File: src/hdl/lens_flare_pixel_overlay_macros.svh
// ---------------------------------------------------------------------------
// Lens flare overlay assertion macros
// Concurrent check wrappers; defining ASSERT_OFF compiles them away.
// ---------------------------------------------------------------------------
`ifndef LENS_FLARE_PIXEL_OVERLAY_MACROS_SVH
`define LENS_FLARE_PIXEL_OVERLAY_MACROS_SVH

`ifndef ASSERT_OFF
// same-cycle implication
`define LFO_ASSERT_IMP(lbl, clk, rst, ante, cons) \
  lbl: assert property (@(posedge clk) disable iff (rst) (ante) |-> (cons)) \
    else $error("lens flare overlay: check failed");
// next-cycle implication
`define LFO_ASSERT_NXT(lbl, clk, rst, ante, cons) \
  lbl: assert property (@(posedge clk) disable iff (rst) (ante) |=> (cons)) \
    else $error("lens flare overlay: check failed");
`else
`define LFO_ASSERT_IMP(lbl, clk, rst, ante, cons)
`define LFO_ASSERT_NXT(lbl, clk, rst, ante, cons)
`endif

`endif

File: src/hdl/lfo_isqrt.sv
`timescale 1ns / 1ps
// ---------------------------------------------------------------------------
// Pipelined integer square root
// Floor square root, one result bit per register stage, RW stages.
// ---------------------------------------------------------------------------
module lfo_isqrt #(
  parameter int RW = 30
) (
  input  logic            clk,
  input  logic            en,
  input  logic [2*RW-1:0] rad,
  output logic [RW-1:0]   root
);

  localparam int SW = 2 * RW;

  logic [SW-1:0] rem_q  [RW];
  logic [RW-1:0] root_q [RW];

  for (genvar i = 0; i < RW; i++) begin : g_bit
    localparam int B = RW - 1 - i;
    logic [SW-1:0] rem_in;
    logic [SW-1:0] trial;
    logic [RW-1:0] root_in;

    if (i == 0) begin : g_first
      assign rem_in  = rad;
      assign root_in = '0;
    end else begin : g_next
      assign rem_in  = rem_q[i-1];
      assign root_in = root_q[i-1];
    end

    // (root + 2^B)^2 - root^2
    assign trial = (SW'(root_in) << (B + 1)) + (SW'(1) << (2 * B));

    always_ff @(posedge clk) begin
      if (en) begin
        if (rem_in >= trial) begin
          rem_q[i]  <= rem_in - trial;
          root_q[i] <= root_in | (RW'(1) << B);
        end else begin
          rem_q[i]  <= rem_in;
          root_q[i] <= root_in;
        end
      end
    end
  end

  assign root = root_q[RW-1];

endmodule

File: config.mk
export PLATFORM = sky130hd
export DESIGN_NAME = lfo_isqrt
export DESIGN_NICKNAME = d
export VERILOG_FILES = /design/src/hdl/lens_flare_pixel_overlay_macros.svh /design/src/hdl/lfo_isqrt.sv
export SDC_FILE = /design/constraint.sdc
export NUM_CORES = 2
export LEC_CHECK = 0
export BUFFER_PORTS_ARGS = -buffer_cell sky130_fd_sc_hd__buf_2
export CAP_MARGIN = 20
export CORE_ASPECT_RATIO = 0.75
export CORE_UTILIZATION = 52
export CTS_BUF_LIST = sky130_fd_sc_hd__clkbuf_2
export DETAILED_ROUTE_END_ITERATION = 12
export PLACE_DENSITY = 0.66
export SETUP_SLACK_MARGIN = 0.4
export SLEW_MARGIN = 25
export SYNTH_ARGS = -nofsm -noshare
export SYNTH_HDL_FRONTEND = slang
export SYNTH_SLANG_ARGS = --single-unit
File: constraint.sdc
create_clock -name clk -period 4.4 [get_ports clk]
set_clock_uncertainty 0.1 [all_clocks]
set_input_delay 0.66 -clock clk [delete_from_list [all_inputs] [get_ports clk]]
set_output_delay 0.66 -clock clk [all_outputs]
set_load 0.02 [all_outputs]
==> summary.md <==
| Metric | Value |
|---|---|
| Boundary Pins | 92 |
| PnR worst setup slack | 0.463 ns |
| Die Span X | 523 um |
| Clock Latency Late Sink | 1.64 ns |
| Min Hold Slack | 0.159 ns |
| First-pass GRT wire length | 416000 um |
| Total power | 0.0553 W |
| Outcome | completed |
| Startpoint Class | flip-flop |
| Max cap viols | 0 |
| CTS Buf Count | 540 |
| Port bufs | 91 |
| First drt pass iteration count | 8 |
| All-layer global routing usage | 0.271 |
| Post-synth ARST share | 0 |
| Routed Antenna Nets | 0 |
| Slew HR | 0.300 |
| Core Area | 203000 sq um |
| Mapped Cells | 8466 |
| Initial antenna violation count | 23 |
| Layout fillers | 16.5k |
| Post-Layout Inst Area | 117000 sq um |
| Htree depth | 6 |
| Dpl ws | -0.0409 ns |
| # nets final | 9766 |
| CTS root buf | clkbuf_2 |
| Area share of the largest cell type after synthesis | 0.625 |
| Peak supply drop | 0.000364 V |
| Die height | 393 um |
| Vias per Instance | 5.85 |
| Via count | 71.7k |
| Max Fclk | 254 MHz |
| Mapped Area | 106000 sq um |
| Crit. End Element | flip-flop |
| Final setup viols | 0 |
| Placed inst area | 110000 sq um |
| Average wire per standard cell | 23.0 um |
| Synth area leaders | edfxtp_1 (63%), ha_1 (5.8%), xnor2_1 (3.4%) |
| Yosys Warn Count | 0 |
| Flops & latches, synth | 2205 |
| Worst slew pin tran | 1.05 ns |
| Worst Path Max Fanout | 13 |
| Critical Path RT | 5.58 ns |
| Die ar. | 206000 sq um |
| HP Class | in -> reg |
| Multi-input logic area | 37300 sq um |
| GP Congestion | 0.939 |
| Yosys cell types | 92 |
| Clock sink count | 2205 |
| Post-synth top area cell | edfxtp_1 |
| Share of layout cells above drive strength 1 | 0.139 |
| EDFF count, synth | 2205 |
| Post-synthesis sequential area ratio | 0.625 |
| Hold Fails Final Rpt | 0 |
| # rows | 143 |
| WS Path Type | reg -> reg |
| P&R area growth vs syn | 10.7% |
| Minimum clock period | 3.94 ns |
| DP HPWL | 208000 um |
| Syn Area/Cell | 12.5 sq um |
| R2R setup slack | 0.46 ns |
| Clock transition at the registers of the reported paths | 0.14 ns |
| RSZ-0062 raised after global routing | true |
| Number of global-route vias before repair | 67.4k |
| Drc violations | 0 |
| Grt total ovfl | 0 |
| Leakage | 44.9 nW |
| Reg area | 66200 sq um |
| Clock Tree Buf Depth | 4 |
| CP arrival | 5.12 ns |
| Power Density | 472 nW/um^2 |
| Final Max Tran Viols | 0 |
| CTS tree | done |
| Initial Utilization | 0.523 |
| Total wire length | 282000 um |
| Largest net degree at the start of global routing | 183 |
| Final period utilization | 0.895 |
| Synth Flop Type | edfxtp_1 |
| Syn Nets | 9021 |
| Initial DRC count | 8791 |
## worst max-delay path, cell delays in order, from the launching register on
cell	delay, ns
edfxtp_1	0.40
ha_1	0.27
or3_1	0.41
o221a_2	0.30
a21oi_2	0.21
o21ai_1	0.17
a21boi_2	0.24
o41ai_1	0.17
a41o_1	0.30
or4b_4	0.62
or3_1	0.34
a22o_1	0.18
## per-stage QoR
step           cells   util  setup TNS (ns)
6_report       12259  0.579               0
5_1_grt        12255  0.579               0
4_1_cts        12231  0.576               0
3_5_place_dp   11193  0.545         -0.0409
3_3_place_gp   11192  0.545          -24.66
2_1_floorplan   8466      -           -3.15
## per-layer routing
metal	wire (um)	track usage
met2	109000	0.352
met1	135000	0.436
met4	4960	0.0591
met3	33500	0.0797
met5	151	0.00308
## where the power goes
group	switching (W)	internal [W]
combinational	0.00750	0.00516
clock	0.00826	0.00534
sequential	0.00255	0.0265
## cell usage in the layout, fill, tap and decap left out, drive strengths merged, types with 204 or more instances in the layout
master / n
inv: 610
clkbuf: 766
xnor2: 415
xor2: 366
nand2: 641
o21ai: 450
nor4: 286
a21o: 204
a21oi: 475
nor2: 494
edfxtp: 2205
ha: 493
buf: 280
nor3: 229
## final timing paths
check	from	endpoint	cells after the start
min	rad[45]	rem_q[0][45]$_DFFE_PP_	3
max	rem_q[1][608]$_DFFE_PP_	rem_q[1][699]$_DFFE_PP_	11
min reg2reg	rem_q[0][449]$_DFFE_PP_	rem_q[0][509]$_DFFE_PP_	0
max reg2reg	rem_q[1][608]$_DFFE_PP_	rem_q[1][699]$_DFFE_PP_	11
## layout make-up
type / instances / share of cell area
Timing Repair Buffer: 416 / 0.0294
Sequential cell: 2205 / 0.565
Clock inverter: 137 / 0.00765
Clock buffer: 765 / 0.0326
Tap cell: 2682 / 0.0286
Inverter: 592 / 0.0189
Multi-Input combinational cell: 5456 / 0.318
Antenna cell: 6 / 0.000128
## cells by family after synthesis
group | count (synthesis) | synth area share
simple gates | 2552 | 0.124
flops | 2205 | 0.625
compound gates | 1547 | 0.0901
buf+inv | 805 | 0.0288
xor+xnor | 781 | 0.0646
fa+ha+maj | 493 | 0.0582
mux | 83 | 0.00866
## Yosys cell counts, drive strengths merged (10+ instances only)
| library cell | number |
|---|---|
| a2111oi | 19 |
| a211o | 20 |
| a211oi | 28 |
| a21boi | 15 |
| a21o | 204 |
| a21oi | 475 |
| a31oi | 37 |
| and2 | 29 |
| and3 | 31 |
| buf | 20 |
| clkbuf | 193 |
| edfxtp | 2205 |
| ha | 493 |
| inv | 592 |
| mux2 | 69 |
| mux2i | 14 |
| nand2 | 641 |
| nand2b | 117 |
| nand3 | 158 |
| nand3b | 33 |
| nand4 | 143 |
| nand4b | 28 |
| nor2 | 494 |
| nor2b | 72 |
| nor3 | 229 |
| nor3b | 26 |
| nor4 | 286 |
| nor4b | 53 |
| o2111ai | 11 |
| o211ai | 30 |
| o21a | 83 |
| o21ai | 450 |
| o21bai | 36 |
| o31a | 10 |
| o31ai | 22 |
| o41ai | 13 |
| or2 | 32 |
| or3 | 85 |
| or4 | 58 |
| xnor2 | 415 |
| xor2 | 366 |
## what timing repair did
| action | in CTS | in global routing |
|---|---|---|
| resized for setup | 18 | 100 |
| cloned | 0 | 1 |
| hold endpoints to repair | 1145 | 0 |
| endpoints found under the setup margin | 60 | 259 |
| buffers inserted | 0 | 21 |
| hold buffers | 136 | 0 |
| pin swaps | 4 | 19 |
## state kept, by name, summed over array words and instances (netlist names)
name    count
root_q    465
rem_q    1740
No activity file was read; power rests on OpenSTA's default activity.
