===== src/hdl/lens_flare_pixel_overlay_macros.svh =====
// ---------------------------------------------------------------------------
// Lens flare overlay assertion macros
// Concurrent check wrappers; defining ASSERT_OFF compiles them away.
// ---------------------------------------------------------------------------
`ifndef LENS_FLARE_PIXEL_OVERLAY_MACROS_SVH
`define LENS_FLARE_PIXEL_OVERLAY_MACROS_SVH

`ifndef ASSERT_OFF
// same-cycle implication
`define LFO_ASSERT_IMP(lbl, clk, rst, ante, cons) \
  lbl: assert property (@(posedge clk) disable iff (rst) (ante) |-> (cons)) \
    else $error("lens flare overlay: check failed");
// next-cycle implication
`define LFO_ASSERT_NXT(lbl, clk, rst, ante, cons) \
  lbl: assert property (@(posedge clk) disable iff (rst) (ante) |=> (cons)) \
    else $error("lens flare overlay: check failed");
`else
`define LFO_ASSERT_IMP(lbl, clk, rst, ante, cons)
`define LFO_ASSERT_NXT(lbl, clk, rst, ante, cons)
`endif

`endif


===== src/hdl/lfo_div.sv =====
`timescale 1ns / 1ps
// ---------------------------------------------------------------------------
// Pipelined restoring divider
// QW quotient bits, one per stage; ovf flags a quotient of 2^QW or more.
// ---------------------------------------------------------------------------
module lfo_div #(
  parameter int NW = 44,
  parameter int DW = 30,
  parameter int QW = 20
) (
  input  logic          clk,
  input  logic          en,
  input  logic [NW-1:0] num,
  input  logic [DW-1:0] den,
  output logic [QW-1:0] quo,
  output logic          ovf
);

  localparam int CW = (NW > DW) ? NW : DW;

  logic [DW-1:0] rem_q [QW];
  logic [DW-1:0] den_q [QW];
  logic [QW-1:0] lo_q  [QW];
  logic [QW-1:0] quo_q [QW];
  logic          ovf_q [QW];

  for (genvar i = 0; i < QW; i++) begin : g_bit
    logic [DW-1:0] rem_in;
    logic [DW-1:0] den_in;
    logic [QW-1:0] lo_in;
    logic [QW-1:0] quo_in;
    logic          ovf_in;
    logic [DW:0]   trial;

    if (i == 0) begin : g_first
      assign ovf_in = CW'(num >> QW) >= CW'(den);
      assign rem_in = ovf_in ? '0 : DW'(num >> QW);
      assign den_in = den;
      assign lo_in  = num[QW-1:0];
      assign quo_in = '0;
    end else begin : g_next
      assign ovf_in = ovf_q[i-1];
      assign rem_in = rem_q[i-1];
      assign den_in = den_q[i-1];
      assign lo_in  = lo_q[i-1];
      assign quo_in = quo_q[i-1];
    end

    assign trial = {rem_in, lo_in[QW-1]};

    always_ff @(posedge clk) begin
      if (en) begin
        ovf_q[i] <= ovf_in;
        den_q[i] <= den_in;
        lo_q[i]  <= lo_in << 1;
        if (trial >= {1'b0, den_in}) begin
          rem_q[i] <= DW'(trial - {1'b0, den_in});
          quo_q[i] <= {quo_in[QW-2:0], 1'b1};
        end else begin
          rem_q[i] <= DW'(trial);
          quo_q[i] <= {quo_in[QW-2:0], 1'b0};
        end
      end
    end
  end

  assign quo = quo_q[QW-1];
  assign ovf = ovf_q[QW-1];

endmodule


===== config.mk =====
export PLATFORM = sky130hd
export DESIGN_NAME = lfo_div
export DESIGN_NICKNAME = d
export VERILOG_FILES = /design/src/hdl/lens_flare_pixel_overlay_macros.svh /design/src/hdl/lfo_div.sv
export SDC_FILE = /design/constraint.sdc
export NUM_CORES = 2
export LEC_CHECK = 0
export ABC_CLOCK_PERIOD_IN_PS = 8700
export BUFFER_PORTS_ARGS = -buffer_cell sky130_fd_sc_hd__buf_2
export CAP_MARGIN = 20
export CORE_MARGIN = 10
export CORE_UTILIZATION = 50
export DETAILED_ROUTE_END_ITERATION = 16
export HOLD_SLACK_MARGIN = 0.15
export MAX_ROUTING_LAYER = met4
export PLACE_DENSITY = 0.68
export SYNTH_ARGS = -nofsm -noshare
export SYNTH_HDL_FRONTEND = slang
export SYNTH_SLANG_ARGS = --single-unit

===== constraint.sdc =====
create_clock -name clk -period 8.7 [get_ports clk]
set_input_delay 1.74 -clock clk [delete_from_list [all_inputs] [get_ports clk]]
set_output_delay 1.74 -clock clk [all_outputs]
set_load 0.02 [all_outputs]

==> impl_metrics.csv <==
group,metric,value,unit
logic_synthesis,synth-async-reset-ratio,0,
logic_synthesis,synth_nets,8070,
routing,drtAntennaViolNets,0,
floorplan,io_pins,97,
layout,fill_cells,14100,
critical_path,path_class,"in -> reg",
sta,worst_pin_slew,1.03,ns
critical_path,worstPathRequired,9.26,ns
critical_path,r2r_end,"rem_q[9][4]",
layout,final_core_util,0.554,
routing,wl_per_cell,19.9,um
clock_tree,htree_levels,4,
routing,drt_iter0_markers,4270,
sta,relSlewSlack,0.313,
sta,setup_tns,0,ns
global_routing,track_usage,0.212,
run,cap_violations,0,
floorplan,fp.dieW,432,um
pwr,p_switching,11.9,mW
pwr,power_density,350,nW/um2
clock_tree,clock-sinks,1560,
logic_synthesis,yosysWarnings,0,
critical_path,crit_path_end_kind,"flop",
global_routing,grt_pass1_vias,54400,
sta,period_needed,6.62,ns
clock_tree,hold_buffers,0,
logic_synthesis,syn_area_per_cell,11.6,um2
layout,nNetsFinal,8215,
sta,timing.final.crit_share,0.761,
sta,fmax,0.151,GHz
critical_path,cpPeakStageDelay,0.43,ns
floorplan,die-area,187000,um2
floorplan,die_h,432,um
placement,hpwl,150,mm
pwr,p_leak,37.9,nW
hold_path,min_from,"lo_q[0][21]",
pwr,seqPwrFrac,0.362,
critical_path,reg2reg_slack,4.03,ns
sta,finalMaxSlewViolations,0,
global_routing,globalRouteOverflowTotal,0,
logic_synthesis,synth.distinct_cells,95,
clock_tree,numCtsBuffers,172,
pwr,p_comb_frac,0.417,
pwr,switching_share,0.362,
clock_tree,path_clk_slew,0.06,ns
critical_path,cpMostUsedCell,"a211oi_1",
critical_path,r2r_cells,12,
logic_synthesis,synth_top_area_frac,0.551,
pwr,ir_drop,235,uV
clock_tree,clock_latency,0.82,ns
critical_path,arrival,7.18,ns
global_routing,grt_pass1_wl,303,mm
hold_path,hold_end,"lo_q[1][3]",
pwr,internal_power,20.9,mW
placement,postPlaceCellArea,88100,um2
sta,setup_viol,0,
sta,skew,0.0218,ns
critical_path,cp-start-kind,"input pin",
layout,drive_gt1_frac,0.0866,
hold_path,hold_depth,0,
placement,gp_congestion,0.959,
critical_path,timing.rr.start,"den_q[4][1]",
global_routing,grt_max_degree,174,
floorplan,coreArea,169000,um2
sta,hold_viol,0,
logic_synthesis,synth_area_leader_cell,"edfxtp_1",
logic_synthesis,synthCells,7356,
logic_synthesis,synth_common_cells,"edfxtp_1, inv_1, ha_1",
logic_synthesis,synth_area_leaders,"edfxtp_1, ha_1, a21oi_1, inv_1, xnor2_1",
layout,final_area,93800,um2
sta,fin_hold_ws,0.401,ns
logic_synthesis,mappedNetlistArea,85000,um2
logic_synthesis,yosysMostFrequentCell,"edfxtp_1",
floorplan,fp-row-count,151,
logic_synthesis,ys_ff_latch,1560,
status,outcome,"complete, no violations",
routing,num_vias,55900,
pwr,p_clk_frac,0.221,
routing,drt-total-wl,196,mm
placement,io_buffers,96,
critical_path,crit_chain,"buf_2 > inv_1 > ha_1 > nand2b_1 > a21o_1 > a21o_1 > a211oi_1 > o211ai_1 > a211oi_1 > o21ai_0 > nand2_1 > buf_4 > and2_1 > ha_1 > nand2_1 > o21ai_0 > and3_1 > o211ai_1 > a211oi_1 > nor3_1 > a21oi_4 > buf_4 > mux2_2",
routing,post-route-drc-count,0,
logic_synthesis,synth_ff_type,"edfxtp_1",
global_routing,antenna_found_initial,6,
critical_path,crit_path_max_fanout,38,
hold_path,hold_class,"reg -> reg",
clock_tree,cts.path.max_buffers,3,
routing,drtPass1Iterations,6,
layout,area_growth,10.3,%
clock_tree,post_cts.repair.setup_buffers,0,
routing,viasPerCell,5.67,
clock_tree,cts-root-buf,"clkbuf_16",
logic_synthesis,yosysSeqAreaShare,0.551,
sta,rsz0062_at_grt,"no",
clock_tree,cts.repair.resized,0,
floorplan,initial_core_util,0.502,
clock_tree,tritoncts,"done",
logic_synthesis,synth-edff-count,1559,
critical_path,crit_slowest_cell,"buf_4",
## placed cells by master (no fill, tap or decap), types with 36 or more instances in the layout
cell type  count
o31ai_1       55
clkbuf_16    176
buf_4         36
a21o_1       277
a21oi_1      585
nor2_1       406
o21a_1        88
o211ai_1      52
mux2_2       169
nand4_1       93
inv_1        751
o21ai_0      467
edfxtp_1    1559
xnor2_1      267
nand2b_1      90
ha_1         619
nor2b_1       85
buf_2         96
and2_1        75
xor2_1       187
a31oi_1       49
and3_1        50
nand2_1      512
o21bai_1      67
nand3_1      100
nor3_1        85
## sequential cells by signal (all words and copies together) (netlist names)
signal,flops
den_q,570
lo_q,190
ovf_q,20
quo_q,210
rem_q,570
## layout make-up
type	count	area, um2	area share
Antenna cell	2	5.00	0.0000534
Clock buffer	196	4480	0.0478
Clock inverter	114	1190	0.0127
Inverter	753	2830	0.0301
Multi-Input combinational cell	4876	34800	0.371
Sequential cell	1560	46800	0.500
Tap cell	2218	2780	0.0296
Timing Repair Buffer	138	871	0.00929
## kinds of logic (layout without fill, tap and decap cells)
| group | after synthesis | count (layout) | synth area share |
|---|---|---|---|
| compound gates | 1918 | 1918 | 0.142 |
| xor+xnor | 454 | 454 | 0.0468 |
| fa+ha+maj | 638 | 638 | 0.0956 |
| buf+inv | 920 | 1201 | 0.0414 |
| flops | 1560 | 1560 | 0.551 |
| mux | 228 | 228 | 0.0309 |
| other cells | 0 | 2 | 0 |
| simple gates | 1638 | 1638 | 0.0924 |
## power by group through the flow
stage          sequential [mW]  clock [mW]  combinational [mW]
5_1_grt                   12.0        7.76                15.2
6_report                  11.9        7.26                13.7
3_5_place_dp              12.0           0                13.5
4_1_cts                   11.9        7.44                13.6
3_3_place_gp              12.0           0                13.3
2_1_floorplan             11.4           0                10.5
## critical path: cells and delay by family
kind            cells  cell delay, ns
buf+inv             4            0.92
simple gates        6            1.06
mux                 1            0.39
fa+ha+maj           2            0.46
compound gates     10            2.57
## worst max-delay path by stage
| stage | from | endpoint | slack, ns | depth (start not counted) |
|---|---|---|---|---|
| 3_3_place_gp | num[20] | rem_q[0][1] | 1.15 | 23 |
| 5_1_grt | num[20] | rem_q[0][3] | 1.59 | 24 |
| 6_report | num[20] | rem_q[0][3] | 2.08 | 23 |
| 2_1_floorplan | num[20] | rem_q[0][11] | 2.38 | 25 |
| 3_5_place_dp | num[20] | rem_q[0][3] | 1.22 | 23 |
| 4_1_cts | num[20] | rem_q[0][3] | 2.09 | 23 |
## through the flow
stage          setup slack (ns)  cells  power, mW
4_1_cts                    2.09   9854       32.9
5_1_grt                    1.59   9857       34.9
3_3_place_gp               1.15   9543       25.3
3_5_place_dp               1.22   9544       25.5
6_report                   2.08   9857       32.8
2_1_floorplan              2.38   7356       21.9
## routing by layer
metal,vias to the layer above,part of all wire,track usage
met3,390,0.042,0.0270
met4,0,0.038,0.0792
met5,-,0,-
met1,26800,0.42,0.253
li1,27300,-,-
met2,1372,0.50,0.367
Note: power is estimated with default switching activity, not from simulation.
